==> config.mk <==
export PLATFORM = sky130hd
export DESIGN_NAME = xml_invalid_char_scrubber
export DESIGN_NICKNAME = d
export VERILOG_FILES = /design/src/rtl/xics_pkg.sv /design/src/rtl/xics_front.sv /design/src/rtl/xics_fifo.sv /design/src/rtl/xics_back.sv /design/src/rtl/xml_invalid_char_scrubber.sv
export SDC_FILE = /design/constraint.sdc
export NUM_CORES = 1
export LEC_CHECK = 0
export BUFFER_PORTS_ARGS = -buffer_cell sky130_fd_sc_hd__buf_2
export CAP_MARGIN = 25
export CORE_MARGIN = 2
export CORE_UTILIZATION = 50
export DETAILED_ROUTE_END_ITERATION = 12
export HOLD_SLACK_MARGIN = 0.02
export PLACE_DENSITY = 0.72
export SYNTH_ARGS = -nofsm -noshare
export SYNTH_HDL_FRONTEND = slang
export SYNTH_SLANG_ARGS = --single-unit
export TNS_END_PERCENT = 100
==> constraint.sdc <==
create_clock -name clk -period 3.3 [get_ports clk]
set_input_delay 0.33 -clock clk [delete_from_list [all_inputs] [get_ports clk]]
set_output_delay 0.33 -clock clk [all_outputs]
set_load 0.1 [all_outputs]
==> src/rtl/xics_pkg.sv <==
`timescale 1ns / 1ps
`default_nettype none
// ----------------------------------------------------------------------------
// xics_pkg: shared types, constants and helpers
// Code unit width, markup characters, the op record handed from the
// front end to the back end, and XML character class functions.
// ----------------------------------------------------------------------------
package xics_pkg;

  localparam int UNIT_W            = 16;
  localparam int QUEUE_DEPTH_DEF   = 2;
  localparam logic [UNIT_W-1:0] REPL_RESET = 16'h003F;

  // Markup characters
  localparam logic [UNIT_W-1:0] CH_LT    = 16'h003C;
  localparam logic [UNIT_W-1:0] CH_GT    = 16'h003E;
  localparam logic [UNIT_W-1:0] CH_APOS  = 16'h0027;
  localparam logic [UNIT_W-1:0] CH_QUOT  = 16'h0022;

  // Prefix beat kind ahead of the main beat
  typedef enum logic [1:0] {
    PRE_NONE,   // no prefix beat
    PRE_REPL,   // broken surrogate pair: replacement beat
    PRE_HELD    // completed pair: held high surrogate unchanged
  } pre_kind_t;

  typedef struct packed {
    pre_kind_t         pre;
    logic [UNIT_W-1:0] pre_unit;
    logic              main_valid;
    logic [UNIT_W-1:0] main_unit;
    logic              main_repl;
    logic              main_end;
  } xics_op_t;

  function automatic logic unit_valid(input logic [UNIT_W-1:0] u);
    return (u == 16'h0009) || (u == 16'h000A) || (u == 16'h000D) ||
           ((u >= 16'h0020) && (u <= 16'hD7FF)) ||
           ((u >= 16'hE000) && (u <= 16'hFFFD));
  endfunction

  function automatic logic unit_high(input logic [UNIT_W-1:0] u);
    return (u >= 16'hD800) && (u <= 16'hDBFF);
  endfunction

  function automatic logic unit_low(input logic [UNIT_W-1:0] u);
    return (u >= 16'hDC00) && (u <= 16'hDFFF);
  endfunction

endpackage
`default_nettype wire

==> src/rtl/xics_front.sv <==
`timescale 1ns / 1ps
`default_nettype none
// ----------------------------------------------------------------------------
// xics_front: markup tracker and classifier
// Accepts code units, follows tag/quote state, holds high surrogates and
// turns each unit into an op record for the back end.
// ----------------------------------------------------------------------------
module xics_front (
  input  wire logic                       clk,
  input  wire logic                       rst_n,
  input  wire logic                       in_valid,
  output logic                            in_stall,
  input  wire logic [xics_pkg::UNIT_W-1:0] in_code_unit,
  input  wire logic                       in_is_last,
  input  wire logic                       q_full,
  output logic                            q_push,
  output xics_pkg::xics_op_t              q_op
);
  import xics_pkg::*;

  logic              tag_r, tag_nxt;
  logic              quote_r, quote_nxt;
  logic              dbl_r, dbl_nxt;
  logic              held_r, held_nxt;
  logic [UNIT_W-1:0] held_unit_r, held_unit_nxt;
  logic              accept;
  logic              is_dbl;

  assign in_stall = q_full;
  assign accept   = in_valid && !q_full;
  assign is_dbl   = (in_code_unit == CH_QUOT);

  always_comb begin
    tag_nxt       = tag_r;
    quote_nxt     = quote_r;
    dbl_nxt       = dbl_r;
    held_nxt      = held_r;
    held_unit_nxt = held_unit_r;
    q_op          = '0;
    q_push        = 1'b0;
    if (accept) begin
      if (held_r && unit_low(in_code_unit)) begin
        // pair completes; tracking untouched
        held_nxt        = 1'b0;
        q_op.pre        = PRE_HELD;
        q_op.pre_unit   = held_unit_r;
        q_op.main_valid = 1'b1;
        q_op.main_unit  = in_code_unit;
        q_op.main_end   = in_is_last;
      end else begin
        held_nxt = 1'b0;
        if (held_r) begin
          q_op.pre = PRE_REPL;
        end
        if (in_code_unit == CH_LT) begin
          tag_nxt = 1'b1;
        end else if (in_code_unit == CH_GT) begin
          if (!quote_r) begin
            tag_nxt = 1'b0;
          end
        end else if ((in_code_unit == CH_APOS) || is_dbl) begin
          if (tag_r) begin
            if (!quote_r) begin
              quote_nxt = 1'b1;
              dbl_nxt   = is_dbl;
            end else if (is_dbl == dbl_r) begin
              quote_nxt = 1'b0;
            end
          end
        end
        q_op.main_unit = in_code_unit;
        q_op.main_end  = in_is_last;
        if ((tag_nxt && !quote_nxt) || unit_valid(in_code_unit)) begin
          q_op.main_valid = 1'b1;
        end else if (unit_high(in_code_unit) && !in_is_last) begin
          held_nxt      = 1'b1;
          held_unit_nxt = in_code_unit;
        end else begin
          q_op.main_valid = 1'b1;
          q_op.main_repl  = 1'b1;
        end
      end
      q_push = (q_op.pre != PRE_NONE) || q_op.main_valid;
      if (in_is_last) begin
        tag_nxt   = 1'b0;
        quote_nxt = 1'b0;
        dbl_nxt   = 1'b0;
        held_nxt  = 1'b0;
      end
    end
  end

  always_ff @(posedge clk) begin
    if (!rst_n) begin
      tag_r   <= 1'b0;
      quote_r <= 1'b0;
      dbl_r   <= 1'b0;
      held_r  <= 1'b0;
    end else begin
      tag_r   <= tag_nxt;
      quote_r <= quote_nxt;
      dbl_r   <= dbl_nxt;
      held_r  <= held_nxt;
    end
  end

  always_ff @(posedge clk) begin
    held_unit_r <= held_unit_nxt;
  end

endmodule
`default_nettype wire

==> src/rtl/xics_fifo.sv <==
`timescale 1ns / 1ps
`default_nettype none
// ----------------------------------------------------------------------------
// xics_fifo: op queue between front and back end
// Small register queue of op records, full/valid flags from a fill count.
// ----------------------------------------------------------------------------
module xics_fifo #(
  parameter int DEPTH = xics_pkg::QUEUE_DEPTH_DEF
) (
  input  wire logic               clk,
  input  wire logic               rst_n,
  input  wire logic               push,
  input  wire xics_pkg::xics_op_t wr_op,
  output logic                    full,
  input  wire logic               pop,
  output logic                    rd_valid,
  output xics_pkg::xics_op_t      rd_op
);
  import xics_pkg::*;

  localparam int PTR_W = (DEPTH > 1) ? $clog2(DEPTH) : 1;
  localparam int CNT_W = $clog2(DEPTH + 1);

  xics_op_t         mem_r [DEPTH];
  logic [PTR_W-1:0] wr_ptr_r, wr_ptr_nxt;
  logic [PTR_W-1:0] rd_ptr_r, rd_ptr_nxt;
  logic [CNT_W-1:0] cnt_r, cnt_nxt;

  assign full     = (cnt_r == CNT_W'(DEPTH));
  assign rd_valid = (cnt_r != '0);
  assign rd_op    = mem_r[rd_ptr_r];

  always_comb begin
    wr_ptr_nxt = wr_ptr_r;
    rd_ptr_nxt = rd_ptr_r;
    cnt_nxt    = cnt_r;
    if (push) begin
      wr_ptr_nxt = (wr_ptr_r == PTR_W'(DEPTH - 1)) ? '0 : wr_ptr_r + 1'b1;
    end
    if (pop) begin
      rd_ptr_nxt = (rd_ptr_r == PTR_W'(DEPTH - 1)) ? '0 : rd_ptr_r + 1'b1;
    end
    if (push && !pop) begin
      cnt_nxt = cnt_r + 1'b1;
    end else if (pop && !push) begin
      cnt_nxt = cnt_r - 1'b1;
    end
  end

  always_ff @(posedge clk) begin
    if (!rst_n) begin
      wr_ptr_r <= '0;
      rd_ptr_r <= '0;
      cnt_r    <= '0;
    end else begin
      wr_ptr_r <= wr_ptr_nxt;
      rd_ptr_r <= rd_ptr_nxt;
      cnt_r    <= cnt_nxt;
    end
  end

  always_ff @(posedge clk) begin
    if (push) begin
      mem_r[wr_ptr_r] <= wr_op;
    end
  end

  a_no_overflow: assert property (@(posedge clk) disable iff (!rst_n)
    full && !pop |-> !push)
    else $error("op queue overflow");

  a_no_underflow: assert property (@(posedge clk) disable iff (!rst_n)
    pop |-> rd_valid)
    else $error("op queue underflow");

  a_cnt_range: assert property (@(posedge clk) disable iff (!rst_n)
    cnt_r <= CNT_W'(DEPTH))
    else $error("op queue count out of range");

endmodule
`default_nettype wire

==> src/rtl/xics_back.sv <==
`timescale 1ns / 1ps
`default_nettype none
// ----------------------------------------------------------------------------
// xics_back: result emitter
// Expands each queued op into one or two output beats, applies the
// replacement unit and holds them in the output register.
// ----------------------------------------------------------------------------
module xics_back (
  input  wire logic                        clk,
  input  wire logic                        rst_n,
  input  wire logic                        q_valid,
  input  wire xics_pkg::xics_op_t          q_op,
  output logic                             q_pop,
  input  wire logic [xics_pkg::UNIT_W-1:0] repl_unit,
  output logic                             out_valid,
  input  wire logic                        out_stall,
  output logic [xics_pkg::UNIT_W-1:0]      out_unit,
  output logic                             out_was_replaced,
  output logic                             out_end_of_text
);
  import xics_pkg::*;

  logic              phase_r, phase_nxt;   // 1: prefix beat sent, main next
  logic              valid_r, valid_nxt;
  logic [UNIT_W-1:0] unit_r, unit_nxt;
  logic              repl_r, repl_nxt;
  logic              end_r, end_nxt;
  logic              load;
  logic              first_pre;
  logic              two_beats;

  assign load      = q_valid && (!valid_r || !out_stall);
  assign first_pre = !phase_r && (q_op.pre != PRE_NONE);
  assign two_beats = first_pre && q_op.main_valid;
  assign q_pop     = load && !two_beats;

  always_comb begin
    unit_nxt  = unit_r;
    repl_nxt  = repl_r;
    end_nxt   = end_r;
    phase_nxt = phase_r;
    valid_nxt = valid_r && out_stall;
    if (load) begin
      valid_nxt = 1'b1;
      phase_nxt = two_beats;
      if (first_pre) begin
        end_nxt = 1'b0;
        case (q_op.pre)
          PRE_REPL: begin
            unit_nxt = repl_unit;
            repl_nxt = 1'b1;
          end
          PRE_HELD: begin
            unit_nxt = q_op.pre_unit;
            repl_nxt = 1'b0;
          end
          default: begin
            unit_nxt = q_op.main_unit;
            repl_nxt = 1'b0;
          end
        endcase
      end else begin
        unit_nxt = q_op.main_repl ? repl_unit : q_op.main_unit;
        repl_nxt = q_op.main_repl;
        end_nxt  = q_op.main_end;
      end
    end
  end

  always_ff @(posedge clk) begin
    if (!rst_n) begin
      phase_r <= 1'b0;
      valid_r <= 1'b0;
    end else begin
      phase_r <= phase_nxt;
      valid_r <= valid_nxt;
    end
  end

  always_ff @(posedge clk) begin
    unit_r <= unit_nxt;
    repl_r <= repl_nxt;
    end_r  <= end_nxt;
  end

  assign out_valid        = valid_r;
  assign out_unit         = unit_r;
  assign out_was_replaced = repl_r;
  assign out_end_of_text  = end_r;

  a_phase_has_op: assert property (@(posedge clk) disable iff (!rst_n)
    phase_r |-> q_valid)
    else $error("second beat pending without a queued op");

  a_prefix_not_end: assert property (@(posedge clk) disable iff (!rst_n)
    valid_r && phase_r |-> !end_r)
    else $error("prefix beat marked end of text");

  a_phase_after_load: assert property (@(posedge clk) disable iff (!rst_n)
    $rose(phase_r) |-> valid_r)
    else $error("prefix beat not in output register");

endmodule
`default_nettype wire

==> src/rtl/xml_invalid_char_scrubber.sv <==
`timescale 1ns / 1ps
`default_nettype none
// ----------------------------------------------------------------------------
// xml_invalid_char_scrubber: XML invalid character scrubber, UTF-16
// Replaces non-XML chars in text and attribute values with a configured unit.
// ----------------------------------------------------------------------------
// The block scrubs one UTF-16 code unit per cycle unless stalled. A front
// end follows the markup ('<' opens a tag, '>' outside quotes closes it,
// ' and " open and close attribute values) and classifies each unit; a
// back end emits the beats. Between them sits an op queue of QUEUE_DEPTH
// entries, so input and output stall independently. Throughput is one
// input and one output beat per cycle, each while its stall is low.
// A high surrogate in text or an attribute value, unless it is the last
// unit, produces no beat when taken in and is held until the next unit:
// a low surrogate then sends both units unchanged (two output beats),
// anything else first sends a replacement beat for the held unit. An
// accepted unit passes through the op queue into the output register. All
// tracking state clears after a beat marked in_is_last. The replacement
// unit (reset 0x003F) is written through the cfg port, always ready;
// write it only while no text is in flight, unchecked by the block.
// ----------------------------------------------------------------------------
module xml_invalid_char_scrubber #(
  parameter int QUEUE_DEPTH = xics_pkg::QUEUE_DEPTH_DEF
) (
  input  wire logic                        clk,
  input  wire logic                        rst_n,
  // input channel
  input  wire logic                        in_valid,
  output logic                             in_stall,
  input  wire logic [xics_pkg::UNIT_W-1:0] in_code_unit,
  input  wire logic                        in_is_last,
  // result channel
  output logic                             out_valid,
  input  wire logic                        out_stall,
  output logic [xics_pkg::UNIT_W-1:0]      out_unit,
  output logic                             out_was_replaced,
  output logic                             out_end_of_text,
  // configuration
  input  wire logic                        cfg_valid,
  output logic                             cfg_ready,
  input  wire logic [xics_pkg::UNIT_W-1:0] cfg_replacement_unit
);
  import xics_pkg::*;

  logic [UNIT_W-1:0] repl_r, repl_nxt;
  logic              q_push, q_full, q_pop, q_valid;
  xics_op_t          push_op, head_op;

  // replacement unit register
  assign cfg_ready = 1'b1;
  assign repl_nxt  = (cfg_valid && cfg_ready) ? cfg_replacement_unit : repl_r;

  always_ff @(posedge clk) begin
    if (!rst_n) begin
      repl_r <= REPL_RESET;
    end else begin
      repl_r <= repl_nxt;
    end
  end

  // front end: markup tracking, surrogate hold, classification
  xics_front u_front (
    .clk          (clk),
    .rst_n        (rst_n),
    .in_valid     (in_valid),
    .in_stall     (in_stall),
    .in_code_unit (in_code_unit),
    .in_is_last   (in_is_last),
    .q_full       (q_full),
    .q_push       (q_push),
    .q_op         (push_op)
  );

  // op queue decoupling the two ends
  xics_fifo #(
    .DEPTH (QUEUE_DEPTH)
  ) u_fifo (
    .clk      (clk),
    .rst_n    (rst_n),
    .push     (q_push),
    .wr_op    (push_op),
    .full     (q_full),
    .pop      (q_pop),
    .rd_valid (q_valid),
    .rd_op    (head_op)
  );

  // back end: one or two beats per op into the output register
  xics_back u_back (
    .clk              (clk),
    .rst_n            (rst_n),
    .q_valid          (q_valid),
    .q_op             (head_op),
    .q_pop            (q_pop),
    .repl_unit        (repl_r),
    .out_valid        (out_valid),
    .out_stall        (out_stall),
    .out_unit         (out_unit),
    .out_was_replaced (out_was_replaced),
    .out_end_of_text  (out_end_of_text)
  );

endmodule
`default_nettype wire
---- Word-level counts from Yosys, hierarchy flattened ----
Memory sizes are Yosys's and may differ from the RTL's. A register that Yosys moved wholly into a read port is not among the register bits.
Cells that the tools add are included.
storage, ports and cells
  bits in registers ....................... 60
  memories kept ........................... 1
  logic and storage cells ................. 139
  memory bits (writable) .................. 74
operators by class
  multiplexer cells ....................... 54
  reduce and logical (&&, ||, !) cells .... 41
  order comparisons ....................... 8
  add/sub/neg operators ................... 4
  bitwise logic cells ..................... 2
  eq/ne operators ......................... 15
memories
  name          words  bits a word  read ports  clocked after memory_dff  wr ports  line             RTL
  u_fifo.mem_r  2      37           1           1                         1         xics_fifo.sv:24  xics_op_t mem_r [DEPTH];
operators with widths
  operator              number
  $eq 16x6->1 const B   4
  $le 16x16->1 const B  4
  $eq 16x4->1 const B   3
  $ge 16x16->1 const B  3
  $mux 16               3
  $mux 1                43
  $mux 37               1
  $mux 17               2
  $pmux 16 s2           1
  $ge 16x6->1 const B   1
  $logic_and 1x1->1     15
  $reduce_bool 2->1     6
  $logic_not 1->1       9
  $logic_or 1x1->1      8
  $mux 2                4
  $ne 2x2->1 const B    4
  $reduce_and 7->1      1
  $eq 2x2->1 const B    2
  $reduce_and 4->1      1
  $add 1x1->1 const B   2
  $add 2x1->2 const B   1
  $eq 2x1->1 const B    1
  $not 1->1             2
  $reduce_and 2->1      1
  other kinds (2)       2

---- Logic depth before layout (Yosys ltp) ----
Gate-level depths: netlist of the first run.
  depth in word-level cells ............... 22
  depth in mapped cells ................... 11
  gate-level depth less buffers ........... 10

---- Modules after synthesis ----
A second synthesis of the first run with hierarchy kept.
second synthesis, totals
  cells, all modules ...................... 435
  area, all modules ....................... 5905.7 um^2
modules (own cells, without submodules)
  module                     cells each  sequential area each (um^2)  area each (um^2)  instances
  xics_fifo                  137         2322.2                       2899.0            1
  xics_front                 117         560.5                        1207.4            1
  xics_back                  128         580.6                        1187.4            1
  xml_invalid_char_scrubber  53          320.3                        611.8             1

---- Worst setup path after synthesis of the first run ----
No wires, ideal clock.
  kind .................................... input-to-reg
  from .................................... input port in_code_unit[13] (netlist bit)
  to ...................................... memory u_fifo.mem_r[0][0] (netlist bit) (enable)
  stages on the path ...................... 6
  arrival ................................. 3.097 ns
  setup time .............................. 0.425 ns
  buffers on the path ..................... 0
  setup slack ............................. -0.223 ns
  cells stage by stage .................... nor4_2 nand3_1 or4_1 o2bb2ai_1 o21ai_1 nor3b_2
on the way
  cells in the longest elaborated chain, start to end .. 20
  elaborated cells on any way between the ends .. 53
  those cells by class .................... 8 x order compare; 8 x eq/ne; 21 x mux; 16 x reduce/logical
ends and longest elaborated chain
  element                         line                             RTL
  start: declaration              xml_invalid_char_scrubber.sv:30  input wire logic [xics_pkg::UNIT_W-1:0] in_code_unit,
  $eq 16x6->1                     xics_front.sv:31                 assign is_dbl = (in_code_unit == CH_QUOT);
  $eq 1x1->1                      xics_front.sv:66                 end else if (is_dbl == dbl_r) begin
  $mux 1                          xics_front.sv:66
  $mux 1                          xics_front.sv:63                 if (!quote_r) begin
  $mux 1                          xics_front.sv:62                 if (tag_r) begin
  $mux 1                          xics_front.sv:61                 end else if ((in_code_unit == CH_APOS) || is_dbl) begin
  $mux 1                          xics_front.sv:57                 end else if (in_code_unit == CH_GT) begin
  $mux 1                          xics_front.sv:55                 if (in_code_unit == CH_LT) begin
  (+4 left out)                   --
  $logic_or 1x1->1                xics_front.sv:73                 if ((tag_nxt && !quote_nxt) || unit_valid(in_code_unit)) begin
  $mux 1                          xics_front.sv:73
  $mux 17                         xics_front.sv:42                 if (held_r && unit_low(in_code_unit)) begin
  $mux 17                         xics_front.sv:41                 if (accept) begin
  $logic_or 1x1->1 *              xics_front.sv:83                 q_push = (q_op.pre != PRE_NONE) || q_op.main_valid;
  $mux 1 *                        xics_front.sv:41
  $mux 1 *                        xics_fifo.sv:63                  if (push) begin
  $mux 1 (implied by the code) *  xics_fifo.sv:64                  mem_r[wr_ptr_r] <= wr_op;
  end: declaration                xics_fifo.sv:24
Every way passes the cells marked *; elsewhere a longest branch is shown, timed or not. The select of a mux whose other input is x is not followed.

---- Worst setup path after layout of the first run ----
  from .................................... input port in_code_unit[13] (netlist bit)
  to ...................................... register u_fifo.cnt_r[1]
on the way
  cells in the longest elaborated chain, start to end .. 21
  elaborated cells on any way between the ends .. 56
  those cells by class .................... 8 x order compare; 8 x eq/ne; 20 x mux; 20 x reduce/logical
ends and longest elaborated chain
  element                             line                             RTL
  $eq 16x6->1                         xics_front.sv:31
  $eq 1x1->1                          xics_front.sv:66
  $mux 1                              xics_front.sv:66
  $mux 1                              xics_front.sv:63
  $mux 1                              xics_front.sv:62
  $mux 1                              xics_front.sv:61
  $mux 1                              xics_front.sv:57
  $mux 1                              xics_front.sv:55
  (+6 left out)                       --
  $mux 17                             xics_front.sv:42
  $mux 17                             xics_front.sv:41
  $logic_or 1x1->1 *                  xics_front.sv:83
  $mux 1 *                            xics_front.sv:41
  net q_push                          xml_invalid_char_scrubber.sv:46  logic q_push, q_full, q_pop, q_valid;
  $logic_not 1->1                     xics_fifo.sv:45                  end else if (pop && !push) begin
  $logic_and 1x1->1                   xics_fifo.sv:45
  $reduce_bool 2->1 (no source line)  --
  end signal: assignment              xics_fifo.sv:58                  cnt_r <= cnt_nxt;
  end: declaration                    xics_fifo.sv:27                  logic [CNT_W-1:0] cnt_r, cnt_nxt;
Mark *: on every way through the listed nets, which the timed path passes. The rest lies on a longest branch. The select of a mux whose other input is x is not followed.
A chain may end at the register's enable or synchronous reset.

==> results of run 1 <==
## worst max-delay path, stage by stage
cell       delay [ns]
buf_2            0.13
nor4_2           0.33
nand3_1          0.21
or4b_4           0.58
o2bb2ai_4        0.19
o21ai_1          0.11
and2_1           0.18
ha_1             0.33
or3_1            0.39
a21boi_0         0.20
## Yosys cell counts (all sizes together), types with 2 or more instances
library cell and number:
o21a 2, or2 2, clkbuf 19, nor2b 13
mux2 32, nor2 15, nor4 2, nand3 6
xnor2 3, inv 5, o21ai 24, mux2i 52
and3b 2, a2bb2oi 3, edfxtp 108, nor3 6
dfxtp 27, and2 21, nand2 35, a21boi 3
and3 18, nand4 6, buf 5, ha 4
a21oi 4, o2bb2ai 2, a22oi 15, nor3b 3
## where the power goes
| part | switching [W] | internal (W) |
|---|---|---|
| clock network | 0.000714 | 0.00100 |
| logic | 0.00189 | 0.000742 |
| registers | 0.0000932 | 0.00227 |
| total | 0.00270 | 0.00401 |
## state kept, by name (all words and copies together) (netlist names), 2 cells and up, named ones only
register	flops
u_front.held_unit_r	16
repl_r	16
u_fifo.mem_r	74
u_fifo.cnt_r	2
u_back.out_unit	16
## cell families after synthesis
kind of cell / share of synthesized area, %
other cells: 0.0621
compound gates: 6.98
fa+ha+maj: 0.829
mux: 14.7
buf+inv: 1.91
xor+xnor: 0.580
flops: 62.7
simple gates: 12.3
## metrics by stage
step	area (µm²)	instances	hold slack, ns
floorplan	6040	452	0.429
global placement	6530	643	0.486
detailed placement	6530	643	0.493
CTS	7080	675	0.119
global route	7080	675	0.134
finish	7080	675	0.133
## final cells by class
class / count / area [µm²]
Clock inverter: 13 / 98.8
Tap cell: 147 / 184
Fill cell: 938 / 4830
Sequential cell: 135 / 3780
Inverter: 5 / 18.8
Multi-Input combinational cell: 288 / 2150
Clock buffer: 19 / 453
Timing Repair Buffer: 68 / 393
## worst max-delay path by stage
stage	cells after the start	endpoint	slack (ns)	start
final	10	u_fifo.cnt_r[1]$_SDFFE_PN0P_	0.67	in_code_unit[13]
after global routing	10	u_fifo.cnt_r[1]$_SDFFE_PN0P_	0.53	in_code_unit[13]
after CTS	10	u_fifo.cnt_r[1]$_SDFFE_PN0P_	0.68	in_code_unit[13]
after detailed placement	10	u_fifo.cnt_r[1]$_SDFFE_PN0P_	0.23	in_code_unit[13]
after global placement	10	u_fifo.cnt_r[1]$_SDFFE_PN0P_	0.39	in_code_unit[13]
after floorplan	10	u_fifo.cnt_r[1]$_SDFFE_PN0P_	0.06	register
## metal layers
metal / global-route usage, % / vias up / wire [µm]
li1: - / 1836 / -
met1: 28.8 / 1818 / 5790
met2: 30.1 / 126 / 5570
met3: 6.06 / 19 / 801
met4: 6.83 / 0 / 186
met5: 0 / - / 0
==> results.ini, run 1 <==
[yosys]
yosys.area.top_type=edfxtp_1
synth.distinct_cells=50
syn_inst=452
synth_area_leaders=edfxtp_1 (54%), dfxtp_1 (9.0%), mux2i_1 (8.5%)
syn_nets=494
syn_area_mm2=0.00604
synth_area_per_cell_um2=13.4
synth_top_area_share_pct=53.7
synth-seq-cells=135
synth_edf_count=108
ys.flop_type=edfxtp_1
yosysSeqAreaShare_pct=62.7
async_flop_share_pct=0
yosysWarnings=0

[clocking]
cts_buffer_depth=2
ctsHoldBuffers=0
htreeDepth=4
insertion_delay_ns=0.41
cts_tree=done
cts_buffers=17
root_buffer=clkbuf_16
clock_sinks=135
post_cts_buffers=0
cts_resized=0
clkTransAtPathRegs_ns=0.06

[timing]
finalCriticalPeriod_ns=2.63
timing.final.ws_setup_ns=0.666
layout_worst_path_cycle_share_pct=79.8
rsz0062_at_grt=no
report.final.slew_viol_count=0
max_slew_margin_pct=42.9
hold_violations=0
worst_pin_slew_ns=0.857
clock.fmax_ghz=0.380
final-setup-viol-count=0
skew_ns=0.00684
finalSetupTns_ns=0

[drt]
antenna_left=0
post_drt_via_cell_ratio=5.63
wl_per_cell_um=18.3
drc=0
wl_um=12300
drt_iter0_drc=297
firstDrtPassIters=4
vias=3799

[power_and_ir_drop]
power_w=0.00671
p_leak_nw=2.75
p_per_area_mw_per_mm2=947
peakVddDrop_mv=0.426

[setup_path]
r2r_slack_ns=0.79
rr_worst_depth=8
required_ns=3.63
crit_path_end_kind=register
worstSetupPathType=in2reg
worstPathArrival_ns=2.96
worstReg2RegEnd=u_fifo.cnt_r[1]$_SDFFE_PN0P_
crit_fanout=6
reg2reg_from=u_front.tag_r$_SDFFE_PN0P_
cp-start-kind=input pin

[floorplanning]
die-area_mm2=0.0130
core_mm2=0.0119
start_util_pct=50.7
dieWidth_um=114
die-height_um=114
io-pin-count=59
fp-row-count=40

[min_path]
worstHoldStart=cfg_replacement_unit[4]
holdPathStages=3
min_path_type=in2reg
hold_end=repl_r[4]$_SDFFE_PN1P_

[cells_and_area]
antenna_cells=0
final_cell_mix=edfxtp_1 (108), buf_2 (57), mux2i_1 (51)
final_util_pct=59.5
drive_gt1_share_pct=27.3
final_common_cell=edfxtp_1
nets=557
syn_to_final_growth_pct=17.3

[grt]
antenna_found_initial=0
first_global_vias=3684
grt_pass1_wl_um=19600
grt_use_total_pct=20.3
grt-ovfl-total=0
grt_max_degree=38

[placement]
dp_slack_ns=0.231
gp_congestion=0.813
io_buffers=57
hpwl_um=8330

[run_status]
outcome=finished clean

[flow_run]
cap_violations=0

No activity file was read; power rests on OpenSTA's default activity.
==> inputs of run 2 (changes only) <==
clock period = 2.3 ns   (was 3.3 ns; I/O delays follow)
==> run 2 against run 1 <==
Effect of this change: clock skew about the same; total power increased by 46%; critical path depth decreased by 3; routed wire length about the same; combinational power increased by 48%; non-clock buffer count increased by 34; clock power increased by 44%; core utilization increased by 3.1 points; worst hold slack got worse by 0.094 ns; cell area increased by 5.2%; sequential power increased by 44%; global-route usage increased by 0.42 points.
==> results.ini, run 2 (synthesis results as in run 1) <==
[run_status]
outcome=finished clean

[cells_and_area]
nets=591
antenna_cells=0
final_common_cell=edfxtp_1
largest_register_ffs=74
final_cell_mix=edfxtp_1 (108), buf_2 (57), mux2i_1 (51)
syn_to_final_growth_pct=23.4
drive_gt1_share_pct=32.2
regMostFlops=u_fifo.mem_r
design_area_mm2=0.00745
stdcell_count=709

[floorplanning]
die-height_um=114
io-pin-count=59
start_util_pct=50.7
core_mm2=0.0119
fp-row-count=40
dieWidth_um=114
die-area_mm2=0.0130

[setup_path]
r2r_slack_ns=0.10
crit_path_end_kind=register
worstReg2RegEnd=u_fifo.cnt_r[1]$_SDFFE_PN0P_
worstPathArrival_ns=2.53
crit_fanout=4
crit_slowest_cell=dfxtp_1
cp-start-kind=register
cp_slowest_stage_delay_ns=0.41
required_ns=2.64
cp_cell_sequence=mux2i_1, ha_2, or2_2, o21ai_4, ha_4, or3_1, a21boi_1
rr_worst_depth=7
worstSetupPathType=reg2reg

[drt]
drt_iter0_drc=236
firstDrtPassIters=4
drc=0
antenna_left=0
wl_per_cell_um=17.4
vias=3899
post_drt_via_cell_ratio=5.50
wl_um=12300

[grt]
grt_pass1_wl_um=20200
grt-ovfl-total=0
grt_max_degree=38
antenna_found_initial=0
first_global_vias=4016
grt_use_total_pct=20.7

[clocking]
clock_sinks=135
htreeDepth=4
cts_tree=done
ctsHoldBuffers=0
root_buffer=clkbuf_16
insertion_delay_ns=0.41
cts_buffers=17
cts_buffer_depth=2
clkTransAtPathRegs_ns=0.06

[timing]
rsz0062_at_grt=yes
report.final.slew_viol_count=0
final-setup-viol-count=0
layout_worst_path_cycle_share_pct=95.4
skew_ns=0.00709
worst_pin_slew_ns=0.661
timing.final.ws_setup_ns=0.105
hold_violations=0
finalCriticalPeriod_ns=2.20
clock.fmax_ghz=0.456
max_slew_margin_pct=55.9

[min_path]
worstHoldStart=cfg_replacement_unit[5]
hold_end=repl_r[5]$_SDFFE_PN1P_
holdPathStages=3
min_path_type=in2reg

[power_and_ir_drop]
p_leak_nw=2.96
peakVddDrop_mv=0.608
p_per_area_mw_per_mm2=1310

[placement]
dpl_cell_area_mm2=0.00687
gp_congestion=0.871
hpwl_um=8820
dpl.cell_count=674
dp_slack_ns=-0.315
io_buffers=57

[flow_run]
cap_violations=0

run 2: cell types whose count changed in the layout (fill, tap and decap cells not counted), moves of 2 or more:
cell        before  now
buf_4            9   41
clkinvlp_4       6    1
clkinv_1         0    4
clkinv_2         2    6
inv_6            3    0
buf_12           2    4
bufinv_16        0    2
clkbuf_1         0    2
clkbuf_8         2    0
clkinv_4         2    0
ha_1             4    2
nor4_2           2    0
nor4_4           0    2
run 2: metal layers:
metal  global-route usage (%)  part of all wire, %  wire, µm  vias up
met2                     32.6                   47      5810      123
met5                        0                    0         0        -
met1                     26.4                   45      5540     1877
met4                     9.35                  1.9       230        0
li1                         -                    -         -     1882
met3                     6.70                  6.3       773       17
run 2: layout make-up:
class,count,area [µm²]
Clock buffer,19,433
Clock inverter,13,113
Fill cell,884,4460
Inverter,5,18.8
Multi-Input combinational cell,288,2240
Sequential cell,135,3780
Tap cell,147,184
Timing Repair Buffer,102,673
run 2: power by group:
| group | switching, W | total, W | internal (W) |
|---|---|---|---|
| clock | 0.000919 | 0.00248 | 0.00156 |
| sequential | 0.000140 | 0.00340 | 0.00326 |
| combinational | 0.00272 | 0.00390 | 0.00117 |
| total | 0.00378 | 0.00977 | 0.00599 |
run 2: how the worst max path moves through the flow:
stage	startpoint	end	slack [ns]	cells past startpoint
final	register	u_fifo.cnt_r[1]$_SDFFE_PN0P_	0.10	7
after global routing	register	u_fifo.cnt_r[1]$_SDFFE_PN0P_	0.0002	7
after CTS	register	u_fifo.cnt_r[1]$_SDFFE_PN0P_	0.05	7
after detailed placement	in_code_unit[14]	u_fifo.cnt_r[1]$_SDFFE_PN0P_	-0.32	11
after global placement	in_code_unit[13]	u_fifo.cnt_r[1]$_SDFFE_PN0P_	-0.21	11
after floorplan	in_code_unit[13]	u_fifo.mem_r[0][0]$_DFFE_PP_	-0.56	6
run 2: timing repair:
item,in CTS,in global routing
setup buffers,0,2
resized for setup,0,4
endpoints found under the setup margin,0,8
run 2: critical path, delay by kind of cell, from the launching register on:
kind	cells	cell delay, ns
simple gates	2	0.68
fa+ha+maj	2	0.46
flops	1	0.41
compound gates	2	0.40
mux	1	0.16
run 2: per-stage QoR:
stage / utilization [%] / power (W) / hold slack, ns / setup TNS, ns
after CTS: 62.3 / 0.00979 / 0.0241 / 0
after global routing: 62.5 / 0.0103 / 0.0260 / 0
final: 62.5 / 0.00977 / 0.0388 / 0
after global placement: 57.7 / 0.00718 / 0.447 / -7.75
after floorplan: - / 0.00654 / 0.329 / -24.30
after detailed placement: 57.7 / 0.00729 / 0.456 / -12.96
